**config.mk**
```make
export PLATFORM = sky130hd
export DESIGN_NAME = skn_round_cell
export DESIGN_NICKNAME = d
export VERILOG_FILES = /design/src/rtl/core/skn_pkg.sv /design/src/rtl/core/skn_round_cell.sv
export SDC_FILE = /design/constraint.sdc
export NUM_CORES = 1
export LEC_CHECK = 0
export ABC_AREA = 1
export BUFFER_PORTS_ARGS = -buffer_cell sky130_fd_sc_hd__buf_2
export CORE_AREA = 3 3 409 411
export DETAILED_ROUTE_END_ITERATION = 10
export DIE_AREA = 0 0 412 414
export GPL_TIMING_DRIVEN = 0
export MAX_ROUTING_LAYER = met4
export SETUP_SLACK_MARGIN = 0.3
export SLEW_MARGIN = 5
export SYNTH_ARGS = -nofsm -noshare
export SYNTH_HDL_FRONTEND = slang
export SYNTH_SLANG_ARGS = --single-unit
```
**constraint.sdc**
```tcl
create_clock -name i_clk -period 44.9 [get_ports i_clk]
set_input_delay 6.735 -clock i_clk [delete_from_list [all_inputs] [get_ports i_clk]]
set_output_delay 6.735 -clock i_clk [all_outputs]
set_load 0.02 [all_outputs]
```
**src/rtl/core/skn_pkg.sv**
```systemverilog
// Shared types and constants for the SKINNY-128-384+ encryption core.
`default_nettype none
package skn_pkg;

    localparam int BLOCK_W   = 128;
    localparam int HALF_W    = 64;
    localparam int RC_W      = 6;
    localparam int CFG_IDX_W = 3;

    // Configuration register indexes
    localparam logic [CFG_IDX_W-1:0] CFG_TK1_LOW  = 3'd0;
    localparam logic [CFG_IDX_W-1:0] CFG_TK1_HIGH = 3'd1;
    localparam logic [CFG_IDX_W-1:0] CFG_TK2_LOW  = 3'd2;
    localparam logic [CFG_IDX_W-1:0] CFG_TK2_HIGH = 3'd3;
    localparam logic [CFG_IDX_W-1:0] CFG_TK3_LOW  = 3'd4;
    localparam logic [CFG_IDX_W-1:0] CFG_TK3_HIGH = 3'd5;

    // Round state carried from cell to cell; byte i sits in bits 8i+7:8i
    typedef struct packed {
        logic [BLOCK_W-1:0] st;
        logic [BLOCK_W-1:0] k1;
        logic [BLOCK_W-1:0] k2;
        logic [BLOCK_W-1:0] k3;
        logic [RC_W-1:0]    rc;
    } t_round;

endpackage
`default_nettype wire

```
**src/rtl/core/skn_round_cell.sv**
```systemverilog
// One SKINNY round plus tweakey update, registered, with its own valid/ready stage.
`default_nettype none
module skn_round_cell (
    input  wire logic           i_clk,
    input  wire logic           i_rst_n,
    input  wire logic           i_valid,
    output logic                o_ready,
    input  skn_pkg::t_round     i_data,
    output logic                o_valid,
    input  wire logic           i_ready,
    output skn_pkg::t_round     o_data
);

    localparam logic [3:0] ROW_SRC [16] = '{
        4'd0, 4'd1, 4'd2, 4'd3, 4'd7, 4'd4, 4'd5, 4'd6,
        4'd10, 4'd11, 4'd8, 4'd9, 4'd13, 4'd14, 4'd15, 4'd12
    };
    localparam logic [3:0] TK_SRC [16] = '{
        4'd9, 4'd15, 4'd8, 4'd13, 4'd10, 4'd14, 4'd12, 4'd11,
        4'd0, 4'd1, 4'd2, 4'd3, 4'd4, 4'd5, 4'd6, 4'd7
    };

    function automatic logic [7:0] nor_mix(input logic [7:0] x);
        logic [7:0] t;
        t = ~(((x >> 1) | x) >> 2) & 8'h11;
        return x ^ t;
    endfunction

    function automatic logic [7:0] bit_perm(input logic [7:0] x);
        return {x[2], x[1], x[7], x[6], x[4], x[0], x[3], x[5]};
    endfunction

    function automatic logic [7:0] sbox8(input logic [7:0] v);
        logic [7:0] x;
        x = nor_mix(v);
        x = bit_perm(x);
        x = nor_mix(x);
        x = bit_perm(x);
        x = nor_mix(x);
        x = bit_perm(x);
        x = nor_mix(x);
        return {x[7:3], x[1], x[2], x[0]};
    endfunction

    function automatic logic [7:0] lfsr2(input logic [7:0] v);
        return {v[6:0], v[7] ^ v[5]};
    endfunction

    function automatic logic [7:0] lfsr3(input logic [7:0] v);
        return {v[0] ^ v[6], v[7:1]};
    endfunction

    logic                               r_valid;
    skn_pkg::t_round                    r_data;
    skn_pkg::t_round                    n_data;
    logic [7:0]                         s [16];
    logic [7:0]                         sr [16];
    logic [skn_pkg::RC_W-1:0]           rc_nxt;

    always_comb begin
        rc_nxt = {i_data.rc[skn_pkg::RC_W-2:0], 1'b0}
               ^ {{(skn_pkg::RC_W-1){1'b0}}, i_data.rc[5] ^ i_data.rc[4] ^ 1'b1};

        for (int i = 0; i < 16; i++) begin
            s[i] = sbox8(i_data.st[8*i +: 8]);
        end
        s[0] = s[0] ^ {4'h0, rc_nxt[3:0]};
        s[4] = s[4] ^ {6'h00, rc_nxt[5:4]};
        s[8] = s[8] ^ 8'h02;
        for (int i = 0; i < 8; i++) begin
            s[i] = s[i] ^ i_data.k1[8*i +: 8] ^ i_data.k2[8*i +: 8] ^ i_data.k3[8*i +: 8];
        end

        for (int i = 0; i < 16; i++) begin
            sr[i] = s[ROW_SRC[i]];
        end

        n_data = i_data;
        n_data.rc = rc_nxt;
        for (int c = 0; c < 4; c++) begin
            n_data.st[8*c +: 8]        = sr[c] ^ sr[8+c] ^ sr[12+c];
            n_data.st[8*(4+c) +: 8]    = sr[c];
            n_data.st[8*(8+c) +: 8]    = sr[4+c] ^ sr[8+c];
            n_data.st[8*(12+c) +: 8]   = sr[c] ^ sr[8+c];
        end

        for (int i = 0; i < 16; i++) begin
            n_data.k1[8*i +: 8] = i_data.k1[8*TK_SRC[i] +: 8];
            n_data.k2[8*i +: 8] = i_data.k2[8*TK_SRC[i] +: 8];
            n_data.k3[8*i +: 8] = i_data.k3[8*TK_SRC[i] +: 8];
        end
        for (int i = 0; i < 8; i++) begin
            n_data.k2[8*i +: 8] = lfsr2(n_data.k2[8*i +: 8]);
            n_data.k3[8*i +: 8] = lfsr3(n_data.k3[8*i +: 8]);
        end
    end

    // Take a new beat whenever this stage is empty or its contents move on
    assign o_ready = !r_valid || i_ready;

    always_ff @(posedge i_clk) begin
        if (!i_rst_n) begin
            r_valid <= 1'b0;
        end else if (o_ready) begin
            r_valid <= i_valid;
        end
        if (o_ready && i_valid) begin
            r_data <= n_data;
        end
    end

    assign o_valid = r_valid;
    assign o_data  = r_data;

endmodule
`default_nettype wire

```
==> metrics.md <==
| Metric | Value |
|---|---|
| # port buffers | 1041 |
| DRC viols | 0 |
| FF+latch area | 15570 sq um |
| Fraction of registers with async set/reset | 0 |
| Number of hold violations in the final report | 0 |
| Post-layout nets | 3091 |
| DP Area | 29880 sq um |
| Slew headroom | 0.05020 |
| Yosys top cell by area | edfxtp_1 |
| Post-CTS Setup Inserts | 0 |
| RR Startpoint | o_valid |
| Leak | 0.01347 uW |
| Worst-margin pin slew | 1415 ps |
| # hold bufs at CTS | 0 |
| Clk sink count | 519 |
| Unrepaired setup endpoints after global routing | no |
| DR iter-0 viols | 1473 |
| Area of the multi-input gates | 5300 sq um |
| WP data required | 38170 ps |
| Internal Power | 1031 uW |
| Cell row count | 149 |
| TritonCTS clock tree | yes |
| Post-synthesis sequential area ratio | 0.7312 |
| Synth top area cells | edfxtp_1 (73%), xnor2_1 (6.9%), xor2_1 (6.5%), nand2_1 (4.0%), inv_1 (2.2%) |
| EDFF count, synth | 518 |
| Routed len/inst | 22.96 microns |
| VDD IR max | 0.00003154 V |
| Critical path data arrival time | 7180 ps |
| Clk_lat worst skew | 680 ps |
| Synth Register Bits | 519 |
| Vias | 16240 |
| Crit. End Element | output pin |
| Crit-path most repeated cell | buf_2 |
| Crit-path cells | buf_2 -> inv_1 -> nand2_1 -> buf_2 |
| CP startpoint kind | primary input |
| Yosys cell types | 25 |
| Capturing point of the worst reg2reg path | o_data[98] |
| Hold depth | 2 |
| Fill cells | 17880 |
| Power share of the clock group | 0.387 |
| Largest fanout on the critical path | 2 |
| Clk slew on worst S/H paths | 60 ps |
| Die Ht | 414 microns |
| CTS H-tree depth | 3 |
| Core Region | 164400 sq um |
| Share of the synthesized area in the top cell type | 0.7303 |
| GRT Overall Usage | 0.1292 |
| Initial antenna violation count | 64 |
| GRT overflow | 0 |
| R2R cell count | 8 |
| Placed Cells | 4690 |
| Cts bufs inserted | 66 |
| Non-Filler Instances | 4844 |
| Final cycle utilization of the critical path | 0.3099 |
| Max Cap Viol | 0 |
| Die W | 412 microns |
| Count leader, synth | edfxtp_1 |
| I/O pin cnt | 1042 |
| Status | complete, no violations |
| Vias in the first global route | 16140 |
| Family with the most delay on the worst path | buffers and inverters |
| NetSw | 457.0 uW |
| Post-synth top flop | edfxtp_1 |
| Syn-to-layout area delta | 51.69% |
| Worst-case clock skew | 49.18 ps |
| Total power divided by cell area | 46.04 nW/um^2 |
| Achievable Freq | 71.87 MHz |
| Combinational Power Share | 0.205 |
| Hold WC Path Type | flop to flop |
| HP Start | o_valid |
| Synth warn | 0 |
| Pwr Total | 1488 uW |
| Dpl hpwl | 95160 microns |
| Die Area | 170600 sq um |
| Worst path max stage delay | 170 ps |
| Global-route wire length before repair | 142500 microns |
| Setup_tns | 0 ps |
| Synthesized area per cell | 14.85 sq um |
| Sequential share of power | 0.409 |
| Post-Syn Nets | 1956 |
| Endpoint, Worst Hold | o_valid |
| Root buffer cell | clkbuf_16 |
| Critical path's slowest cell | buf_2 |
| Minimum clock period | 13910 ps |
| Area of the mapped netlist | 21300 sq um |
| Post-Route WL | 111200 microns |
| Clock Path Buffers | 3 |
| Final ANT Viol Nets | 0 |
| Sw Ratio | 0.3072 |
| Fraction of layout cells with a size suffix above 1 | 0.4626 |
| Placer Congestion | 0.9965 |
| WP buf/inv | 3 |
| Starting Density | 0.1295 |
| Pre-antenna DRT Iters | 5 |
| Reg2Reg Setup Slack | 41990 ps |
| Number of gates resized after cts | 0 |
| Final setup fails | 0 |
| Synth cell count leaders | edfxtp_1 (518), nand2_1 (225), xnor2_1 (169), xor2_1 (159), inv_1 (122) |
| CP Class | primary input to output pin |
| Pin count of the biggest net entering global routing | 32 |
| Syn Inst Count | 1434 |
| Design Area, Final | 32310 sq um |
| Vias/cell | 3.353 |
| Final Max Tran Viols | 0 |
## power groups by stage
stage | sequential (uW) | combinational, uW | clock [uW]
finish | 608 | 305 | 575
global route | 612 | 326 | 618
CTS | 608 | 309 | 598
detailed placement | 618 | 308 | 0
global placement | 660 | 296 | 0
floorplan | 701 | 99.7 | 0
## cell families (layout without fill, tap and decap cells)
logic type,Yosys count,in the layout,synth area share
other,0,35,0
buffers and inverters,124,1310,0.02185
xor gates and xnor gates,345,345,0.1517
DFF,519,519,0.7312
and+or+nand+nor,436,436,0.09182
AOI/OAI and AO/OA,10,10,0.003407
## routing by layer
metal	track usage	routed length [microns]	vias to the layer above
li1	-	-	7267
met1	0.1571	45230	7963
met2	0.1981	50850	868
met3	0.04554	11690	142
met4	0.04371	3450	0
met5	-	0	-
## registers in the layout, summed over array words and instances, names as in the netlist
register  cells
o_data      518
o_valid       1
## worst max path at each step
stage | end | start | cells past startpoint
global placement | o_data[96] | i_valid | 3
finish | o_ready | i_ready | 4
floorplan | o_data[0] | i_valid | 2
CTS | o_ready | i_ready | 4
global route | o_ready | i_ready | 4
detailed placement | o_ready | i_ready | 4
## tightest hold or removal path, delay by kind of cell, from the launching register on
kind	cells	cell delay [ps]
DFF	1	340
and+or+nand+nor	1	100
AOI/OAI and AO/OA	1	80
## through the flow
step	hold WS (ps)	setup WS (ps)	util
after floorplan	729.5	11770	-
after global placement	499.8	-1390	0.1779
after detailed placement	555.4	30990	0.1817
after CTS	563.5	30990	0.1959
after global routing	620.3	30950	0.1963
final	566.8	30990	0.1965
## final cells by class
cell class,count,area share
diodes,35,0.002711
clock buffers,77,0.05305
clock inverters,42,0.01890
inverters,124,0.01441
multi-input cells,791,0.1640
flip-flops and latches,519,0.4821
well taps,2189,0.08477
repair buffers,1067,0.1801
## placed cells by master, fill, tap and decap left out, types with 11 or more instances in the layout
master,instances
nand4_1,20
xor2_1,158
edfxtp_1,518
xnor2_1,166
clkbuf_16,67
nand3_1,91
nand2_2,14
nand2_1,225
buf_12,11
buf_16,13
diode_2,35
inv_1,122
buf_2,1041
nor2_1,57
No activity file was read; power rests on OpenSTA's default activity.
